==> config.mk <==
export PLATFORM = sky130hd
export DESIGN_NAME = tca_cordic
export DESIGN_NICKNAME = d
export VERILOG_FILES = /design/src/tca_pkg.sv /design/src/tca_cordic.sv
export SDC_FILE = /design/constraint.sdc
export NUM_CORES = 2
export LEC_CHECK = 0
export CAP_MARGIN = 0
export CORE_ASPECT_RATIO = 1.4
export CORE_MARGIN = 10
export CORE_UTILIZATION = 60
export CTS_BUF_LIST = sky130_fd_sc_hd__clkbuf_4 sky130_fd_sc_hd__clkbuf_8
export DETAILED_ROUTE_END_ITERATION = 8
export DONT_BUFFER_PORTS = 1
export GPL_ROUTABILITY_DRIVEN = 0
export PLACE_DENSITY = 0.76
export SLEW_MARGIN = 10
export SYNTH_ARGS = -nofsm -noshare
export SYNTH_HDL_FRONTEND = slang
export SYNTH_SLANG_ARGS = --single-unit
==> constraint.sdc <==
create_clock -name clk -period 5 [get_ports clk]
set_clock_uncertainty 0.15 [all_clocks]
set_input_delay 0.75 -clock clk [delete_from_list [all_inputs] [get_ports clk]]
set_output_delay 0.75 -clock clk [all_outputs]
set_load 0.01 [all_outputs]
==> src/tca_pkg.sv <==
// Shared constants for the tilt compensated attitude block.
// Holds the CORDIC arctangent table and the gain correction factor.
`default_nettype none
package tca_pkg;
	localparam int SAMPLE_WIDTH_DEF  = 16;
	localparam int ANGLE_WIDTH_DEF   = 16;
	localparam int CORDIC_STAGES_DEF = 16;
	localparam int ANG_OUT_WIDTH     = 16;
	localparam int ZW                = 34;
	localparam logic signed [31:0] INV_GAIN = 32'sd652032874;

	function automatic logic [31:0] atan_tab(input int i);
		logic [31:0] r;
		unique case (i)
			0: r = 32'h20000000;  1: r = 32'h12E4051E;  2: r = 32'h09FB385B;
			3: r = 32'h051111D4;  4: r = 32'h028B0D43;  5: r = 32'h0145D7E1;
			6: r = 32'h00A2F61E;  7: r = 32'h00517C55;  8: r = 32'h0028BE53;
			9: r = 32'h00145F2F; 10: r = 32'h000A2F98; 11: r = 32'h000517CC;
			12: r = 32'h00028BE6; 13: r = 32'h000145F3; 14: r = 32'h0000A2F9;
			15: r = 32'h0000517C; 16: r = 32'h000028BE; 17: r = 32'h0000145F;
			18: r = 32'h00000A2F; 19: r = 32'h00000517; 20: r = 32'h0000028B;
			21: r = 32'h00000145; 22: r = 32'h000000A2; 23: r = 32'h00000051;
			24: r = 32'h00000028; 25: r = 32'h00000014; 26: r = 32'h0000000A;
			27: r = 32'h00000005; 28: r = 32'h00000002; 29: r = 32'h00000001;
			default: r = 32'h00000000;
		endcase
		return r;
	endfunction
endpackage
`default_nettype wire

==> src/tca_cordic.sv <==
// Pipelined CORDIC, vectoring or rotation, one register per iteration.
// Optional two-stage gain removal on x and y. Uses tca_pkg.
`default_nettype none
module tca_cordic #(
	parameter int W      = 20,
	parameter int STAGES = 16,
	parameter bit VEC    = 1'b1,
	parameter bit GAIN   = 1'b0,
	parameter int PW     = 8
) (
	input  wire logic                     clk,
	input  wire logic                     arst_n,
	input  wire logic                     en,
	input  wire logic                     in_valid,
	input  wire logic signed [W-1:0]      in_x,
	input  wire logic signed [W-1:0]      in_y,
	input  wire logic [31:0]              in_z,
	input  wire logic [PW-1:0]            in_side,
	output logic                          out_valid,
	output logic signed [W-1:0]           out_x,
	output logic signed [W-1:0]           out_y,
	output logic [31:0]                   out_z,
	output logic [PW-1:0]                 out_side
);
	import tca_pkg::*;

	logic signed [W-1:0]  x_s [0:STAGES];
	logic signed [W-1:0]  y_s [0:STAGES];
	logic signed [ZW-1:0] z_s [0:STAGES];
	logic                 zero_s [0:STAGES];
	logic                 v_s [0:STAGES];
	logic [PW-1:0]        side_s [0:STAGES];

	logic signed [W-1:0]  pre_x, pre_y;
	logic signed [ZW-1:0] pre_z, zin;
	logic                 pre_zero;

	always_comb begin
		zin      = ZW'($signed(in_z));
		pre_x    = in_x;
		pre_y    = in_y;
		pre_zero = 1'b0;
		if (VEC) begin
			pre_z    = '0;
			pre_zero = (in_x == '0) && (in_y == '0);
			if (in_x < 0) begin
				pre_x = -in_x;
				pre_y = -in_y;
				pre_z = ZW'(34'sh080000000);
			end
		end else begin
			pre_z = zin;
			if (zin > ZW'(34'sh040000000) || zin < -ZW'(34'sh040000000)) begin
				pre_x = -in_x;
				pre_y = -in_y;
				pre_z = (zin > 0) ? zin - ZW'(34'sh080000000) : zin + ZW'(34'sh080000000);
			end
		end
	end

	always_ff @(posedge clk or negedge arst_n) begin
		if (!arst_n) begin
			v_s[0] <= 1'b0;
		end else if (en) begin
			v_s[0] <= in_valid;
		end
	end

	always_ff @(posedge clk) begin
		if (en) begin
			x_s[0]    <= pre_x;
			y_s[0]    <= pre_y;
			z_s[0]    <= pre_z;
			zero_s[0] <= pre_zero;
			side_s[0] <= in_side;
		end
	end

	for (genvar i = 0; i < STAGES; i++) begin : g_it
		localparam logic signed [ZW-1:0] ATN = ZW'($signed({2'b00, atan_tab(i)}));
		logic dir;
		assign dir = VEC ? (y_s[i] >= 0) : (z_s[i] >= 0);

		always_ff @(posedge clk or negedge arst_n) begin
			if (!arst_n) begin
				v_s[i+1] <= 1'b0;
			end else if (en) begin
				v_s[i+1] <= v_s[i];
			end
		end

		always_ff @(posedge clk) begin
			if (en) begin
				zero_s[i+1] <= zero_s[i];
				side_s[i+1] <= side_s[i];
				if (VEC ? dir : dir) begin
					if (VEC) begin
						x_s[i+1] <= x_s[i] + (y_s[i] >>> i);
						y_s[i+1] <= y_s[i] - (x_s[i] >>> i);
						z_s[i+1] <= z_s[i] + ATN;
					end else begin
						x_s[i+1] <= x_s[i] - (y_s[i] >>> i);
						y_s[i+1] <= y_s[i] + (x_s[i] >>> i);
						z_s[i+1] <= z_s[i] - ATN;
					end
				end else begin
					if (VEC) begin
						x_s[i+1] <= x_s[i] - (y_s[i] >>> i);
						y_s[i+1] <= y_s[i] + (x_s[i] >>> i);
						z_s[i+1] <= z_s[i] - ATN;
					end else begin
						x_s[i+1] <= x_s[i] + (y_s[i] >>> i);
						y_s[i+1] <= y_s[i] - (x_s[i] >>> i);
						z_s[i+1] <= z_s[i] + ATN;
					end
				end
			end
		end
	end

	logic [31:0] z_fin;
	assign z_fin = zero_s[STAGES] ? 32'h0 : z_s[STAGES][31:0];

	if (GAIN) begin : g_gain
		localparam int PRW = W + 32;
		logic signed [PRW-1:0] px_s1, py_s1;
		logic signed [W-1:0]   gx_s2, gy_s2;
		logic [31:0]           z_s1, z_s2;
		logic [PW-1:0]         side_s1, side_s2;
		logic                  v_s1, v_s2;
		logic signed [PRW-1:0] rx, ry;

		assign rx = (px_s1 + PRW'(64'sd536870912)) >>> 30;
		assign ry = (py_s1 + PRW'(64'sd536870912)) >>> 30;

		always_ff @(posedge clk or negedge arst_n) begin
			if (!arst_n) begin
				v_s1 <= 1'b0;
				v_s2 <= 1'b0;
			end else if (en) begin
				v_s1 <= v_s[STAGES];
				v_s2 <= v_s1;
			end
		end

		always_ff @(posedge clk) begin
			if (en) begin
				px_s1   <= PRW'(x_s[STAGES]) * PRW'(INV_GAIN);
				py_s1   <= PRW'(y_s[STAGES]) * PRW'(INV_GAIN);
				z_s1    <= z_fin;
				side_s1 <= side_s[STAGES];
				gx_s2   <= rx[W-1:0];
				gy_s2   <= ry[W-1:0];
				z_s2    <= z_s1;
				side_s2 <= side_s1;
			end
		end

		assign out_valid = v_s2;
		assign out_x     = gx_s2;
		assign out_y     = gy_s2;
		assign out_z     = z_s2;
		assign out_side  = side_s2;
	end else begin : g_nogain
		assign out_valid = v_s[STAGES];
		assign out_x     = x_s[STAGES];
		assign out_y     = y_s[STAGES];
		assign out_z     = z_fin;
		assign out_side  = side_s[STAGES];
	end
endmodule
`default_nettype wire

After elaboration in Yosys (flattened, before gate mapping)
Memories as Yosys holds them, arrays and structs flattened.
Index checks and enable logic that the tools add are counted.
{ "totals": {"reg_bits": 17, "ram_bits": 1411, "input_bits": 84, "wordCells": 337, "mem_count": 5, "out_inout_bits": 81} }
{ "op_classes": {"addsub": 97, "n_mux": 150, "order_cmp": 17, "n_reduce_logical": 3, "bitwise_logic": 48} }
{ "mem_list": {"columns": ["memory", "words", "width", "read_ports", "rd_ports_with_merged_regs", "write_ports", "line", "source"], "rows": [
  ["z_s", 17, 34, 17, 0, 17, "tca_cordic.sv:29", "logic signed [ZW-1:0] z_s [0:STAGES];"],
  ["x_s", 17, 20, 17, 0, 17, "tca_cordic.sv:27", "logic signed [W-1:0] x_s [0:STAGES];"],
  ["y_s", 17, 20, 17, 0, 17, "tca_cordic.sv:28", "logic signed [W-1:0] y_s [0:STAGES];"],
  ["side_s", 17, 8, 17, 0, 17, "tca_cordic.sv:32", "logic [PW-1:0] side_s [0:STAGES];"],
  ["zero_s", 17, 1, 17, 0, 17, "tca_cordic.sv:30", "logic zero_s [0:STAGES];"]
]} }
{ "ops": {"columns": ["cell", "count"], "rows": [
  ["20-bit two-way mux", 34],
  ["34-bit two-way mux", 16],
  ["20-bit by 1-bit >= comparator with 1-bit output (second input constant)", 16],
  ["1-bit two-way mux", 98],
  ["32-bit two-way mux", 2],
  ["1-bit OR", 48],
  ["20-bit by 10-bit adder with 20-bit output", 2],
  ["20-bit by 11-bit adder with 20-bit output", 2],
  ["20-bit by 12-bit adder with 20-bit output", 2],
  ["20-bit by 13-bit adder with 20-bit output", 2],
  ["20-bit by 14-bit adder with 20-bit output", 2],
  ["20-bit by 15-bit adder with 20-bit output", 2],
  ["20-bit by 16-bit adder with 20-bit output", 2],
  ["20-bit by 17-bit adder with 20-bit output", 2],
  ["20-bit by 18-bit adder with 20-bit output", 2],
  ["20-bit by 19-bit adder with 20-bit output", 2],
  ["20-bit by 5-bit adder with 20-bit output", 2],
  ["20-bit by 6-bit adder with 20-bit output", 2],
  ["20-bit by 7-bit adder with 20-bit output", 2],
  ["20-bit by 8-bit adder with 20-bit output", 2],
  ["20-bit by 9-bit adder with 20-bit output", 2],
  ["20-bit zero test", 2],
  ["20-bit negator", 2],
  ["20-bit by 10-bit subtractor with 20-bit output", 2],
  ["50 further kinds", 65]
]} }

Logic depth before layout (Yosys ltp)
An unclocked memory read counts as a cell.
{ "logic_depth": {"depth_word": 6, "depth_mapped": 23} }

Least setup slack after synthesis
No wires, ideal clock.
{ "synth_path": {"path_kind": "input-to-reg", "start": "in en", "end": "mem y_s[15][18] (data pin)", "t_arrival_ps": 5470, "n_path_buf": 7, "slack_ps": -885, "path_stages": 21, "path_cell_list": "buf_4 > and2_1 > inv_2 > clkbuf_1 > buf_2 > buf_2 > buf_1 > buf_1 > clkbuf_1 > o21ai_0 > fa_1 > a21o_1 > a21oi_1 > nor2b_1 > o21a_1 > o41a_1 > a31oi_1 > a21oi_1 > a41o_1 > o41ai_1 > xnor2_1"} }
{ "synth_rtl": {"columns": ["element", "line", "source"], "rows": [
  ["start, declared", "tca_cordic.sv:13", "input wire logic en,"],
  ["end, declared", "tca_cordic.sv:28", null]
]} }

==> results.toml <==
[synth]
ys_seq_area_frac = 0.400
yosysWarnings = 0
syn-instance-count = 9982
yosys_register_bits = 1289
synthDistinctLibCells = 115
avgSynthCellArea_um2 = 9.67
synth_edf_count = 1272
ys.flop_type = "edfxtp_1"
synth.cell_area_um2 = 96600
async_flop_share = 0.0132
syn-num-nets = 10900

[cts]
path_clk_slew_ns = 0.06
postCtsSetupBuffers = 0
clock_sinks = 1289
cts_tree = "done"
insertion_delay_ns = 1.01
clk_path_buf_depth = 3
htree_levels = 4
cts_made_buffers = 205
cts_root_buf = "clkbuf_8"

[route]
via_per_inst = 6.01
wl_met2_um = 139000
topRoutingLayerUsed = "met4"
route.met3.wl_um = 10500
wl_met1_um = 83200
num_vias = 83800
drtIter0Drc = 5886
drtPass1Iterations = 8
wirelength_um = 250000
detail-route-antenna-nets = 0
drc_errors = 0
wire_per_inst_um = 17.9

[setup_path]
critical_path.max_fanout = 19
crit_start = "y_s[7][19]"
cp-end-kind = "flop"
worstSetupStartpointType = "flop"
cp_data_required_time_ns = 5.57
timing.rr.start = "y_s[7][19]"
critPathKind = "reg2reg"
arrival_ns = 5.43

[layout]
fillerInstances = 10900
drive_above_1_share = 0.196
layout_commonest_cell = "buf_4"
instances_no_fill = 13900
layout.nets = 12600
final_util = 0.729
layout_common_cells = "buf_4 (1763), edfxtp_1 (1272), xnor2_1 (938), nor2_1 (859), ha_1 (803)"
area_growth_pct = 21.0

[flow_run]
drv_cap = 0

[placed_design]
port-buffer-count = 0
place_hpwl_um = 184000
place_inst = 13500

[floorplanning]
die-height_um = 495
die_w_um = 359
start_util = 0.603
io_pins = 165
core.rowCount = 174
core_um2 = 160000
dieArea_um2 = 178000

[grt]
grt_pass1_wl_um = 405000
antenna_found_initial = 2
grt_max_degree = 148
grt_usage = 0.271
grt_pass1_vias = 85900
overflow = 0

[sta]
finalMaxSlewViolations = 0
finalCritPeriodShare = 0.973
rsz0062_at_grt = "false"
fmax_ghz = 0.206
final_hold_viol_count = 0
finalCriticalPeriod_ns = 4.86
setup_viol = 0
maxSlewHeadroom = 0.362
worst_pin_slew_ns = 0.958

[status]
status = "complete, no violations"

[min_path]
hp-class = "in2async"
==> routing by layer <==
metal | GRT usage | vias to the layer above
met2 | 0.542 | 2781
met1 | 0.245 | 39800
met4 | 0.191 | 0
met5 | 0 | -
met3 | 0.0376 | 1115
li1 | - | 40200
==> worst paths after layout <==
kind                            endpoint  slack, ns  cells past startpoint
hold / removal                    v_s[5]       0.10                      1
setup / recovery              y_s[8][18]       0.14                     16
hold reg to reg            side_s[0][56]       0.25                      0
setup reg to reg              y_s[8][18]       0.14                     16
min in group clk              x_s[0][12]       0.13                      3
max in group asynchronous        v_s[16]       4.13                      1
==> cells in the mapped netlist (26+ instances only) <==
cell / count / area (µm²)
nand3_1: 225 / 1130
a211oi_1: 75 / 563
nor3_1: 326 / 1630
a21oi_1: 784 / 3920
edfxtp_1: 1272 / 38200
ha_1: 803 / 10000
a211o_1: 27 / 236
a31oi_1: 125 / 782
clkbuf_1: 292 / 1100
nand2_1: 706 / 2650
mux2_2: 28 / 315
xnor2_1: 938 / 8220
o21ai_0: 543 / 2720
a21boi_0: 45 / 338
fa_1: 33 / 661
mux2i_1: 92 / 921
a31o_2: 26 / 228
o211ai_1: 62 / 465
a2111oi_0: 28 / 245
a21o_1: 161 / 1210
nand4_1: 46 / 288
xor2_1: 378 / 3310
o31ai_1: 134 / 1010
nor2b_1: 135 / 845
or4_1: 33 / 248
and2_1: 80 / 500
nand2b_1: 88 / 551
nor2_1: 859 / 3220
buf_1: 69 / 259
nor4_1: 66 / 413
o41ai_1: 53 / 464
inv_1: 397 / 1490
and3_1: 119 / 744
or2_2: 70 / 438
o21a_1: 95 / 713
or3_1: 175 / 1090
o21bai_1: 79 / 593
o22ai_1: 46 / 288
==> flip-flops by register name (all words and copies together) (netlist names) <==
name and flops:
side_s 136, out_valid 1, x_s 340, z_s 440, y_s 339, v_s 16
zero_s 17
==> timing repair <==
action	in CTS	in global routing
hold buffers	83	0
gates resized for setup	0	1
endpoints found under the setup margin	551	9
gates cloned	10	2
hold endpoints to repair	85	0
==> stage by stage <==
| step | worst slack [ns] | setup TNS (ns) | hold WS, ns | instance area, µm² |
|---|---|---|---|---|
| finish | 0.137 | 0 | 0.104 | 117000 |
| global route | 0.0219 | 0 | 0.0888 | 117000 |
| CTS | 0.174 | 0 | 0.0159 | 117000 |
| detailed placement | -3.10 | -1185.62 | 0.255 | 111000 |
| global placement | -2.96 | -1034.72 | 0.250 | 111000 |
| floorplan | -0.175 | -0.175 | 0.250 | 96800 |
==> worst max-delay path: stages, from the launching register on <==
cell	delay (ns)
edfxtp_1	0.45
and2_2	0.27
inv_1	0.20
buf_4	0.33
o21ai_0	0.22
fa_1	0.46
a21o_1	0.17
a21oi_1	0.18
o21bai_1	0.11
a2111oi_0	0.80
buf_4	0.24
o31ai_1	0.09
o211a_1	0.25
o21a_1	0.19
o21ai_0	0.24
a21oi_1	0.13
xor2_1	0.15
==> area by class of cell <==
type | count | area [µm²] | area share
well taps | 2112 | 2640 | 0.0226
repair buffers | 1867 | 14700 | 0.126
clock inverters | 122 | 1140 | 0.00978
inverters | 407 | 1530 | 0.0131
multi-input cells | 7889 | 55000 | 0.470
diodes | 3 | 7.51 | 0.0000642
clock buffers | 260 | 3280 | 0.0280
flip-flops and latches | 1289 | 38600 | 0.330
==> logic make-up (layout without fill, tap and decap cells) <==
logic type,Yosys count,count (layout),share of synthesized area
AO/OA/AOI/OAI,2583,2583,0.172
XOR/XNOR,1317,1317,0.120
adder cells (fa/ha/maj),858,858,0.113
buffers and inverters,804,2656,0.0322
flip-flops,1289,1289,0.400
multiplexers,120,120,0.0128
other,1,4,0.0000388
AND/OR/NAND/NOR,3010,3010,0.150
Power is left out: the tool's default activity adds up to more than one toggle a clock period on the data nets, which glitch-free logic cannot reach.
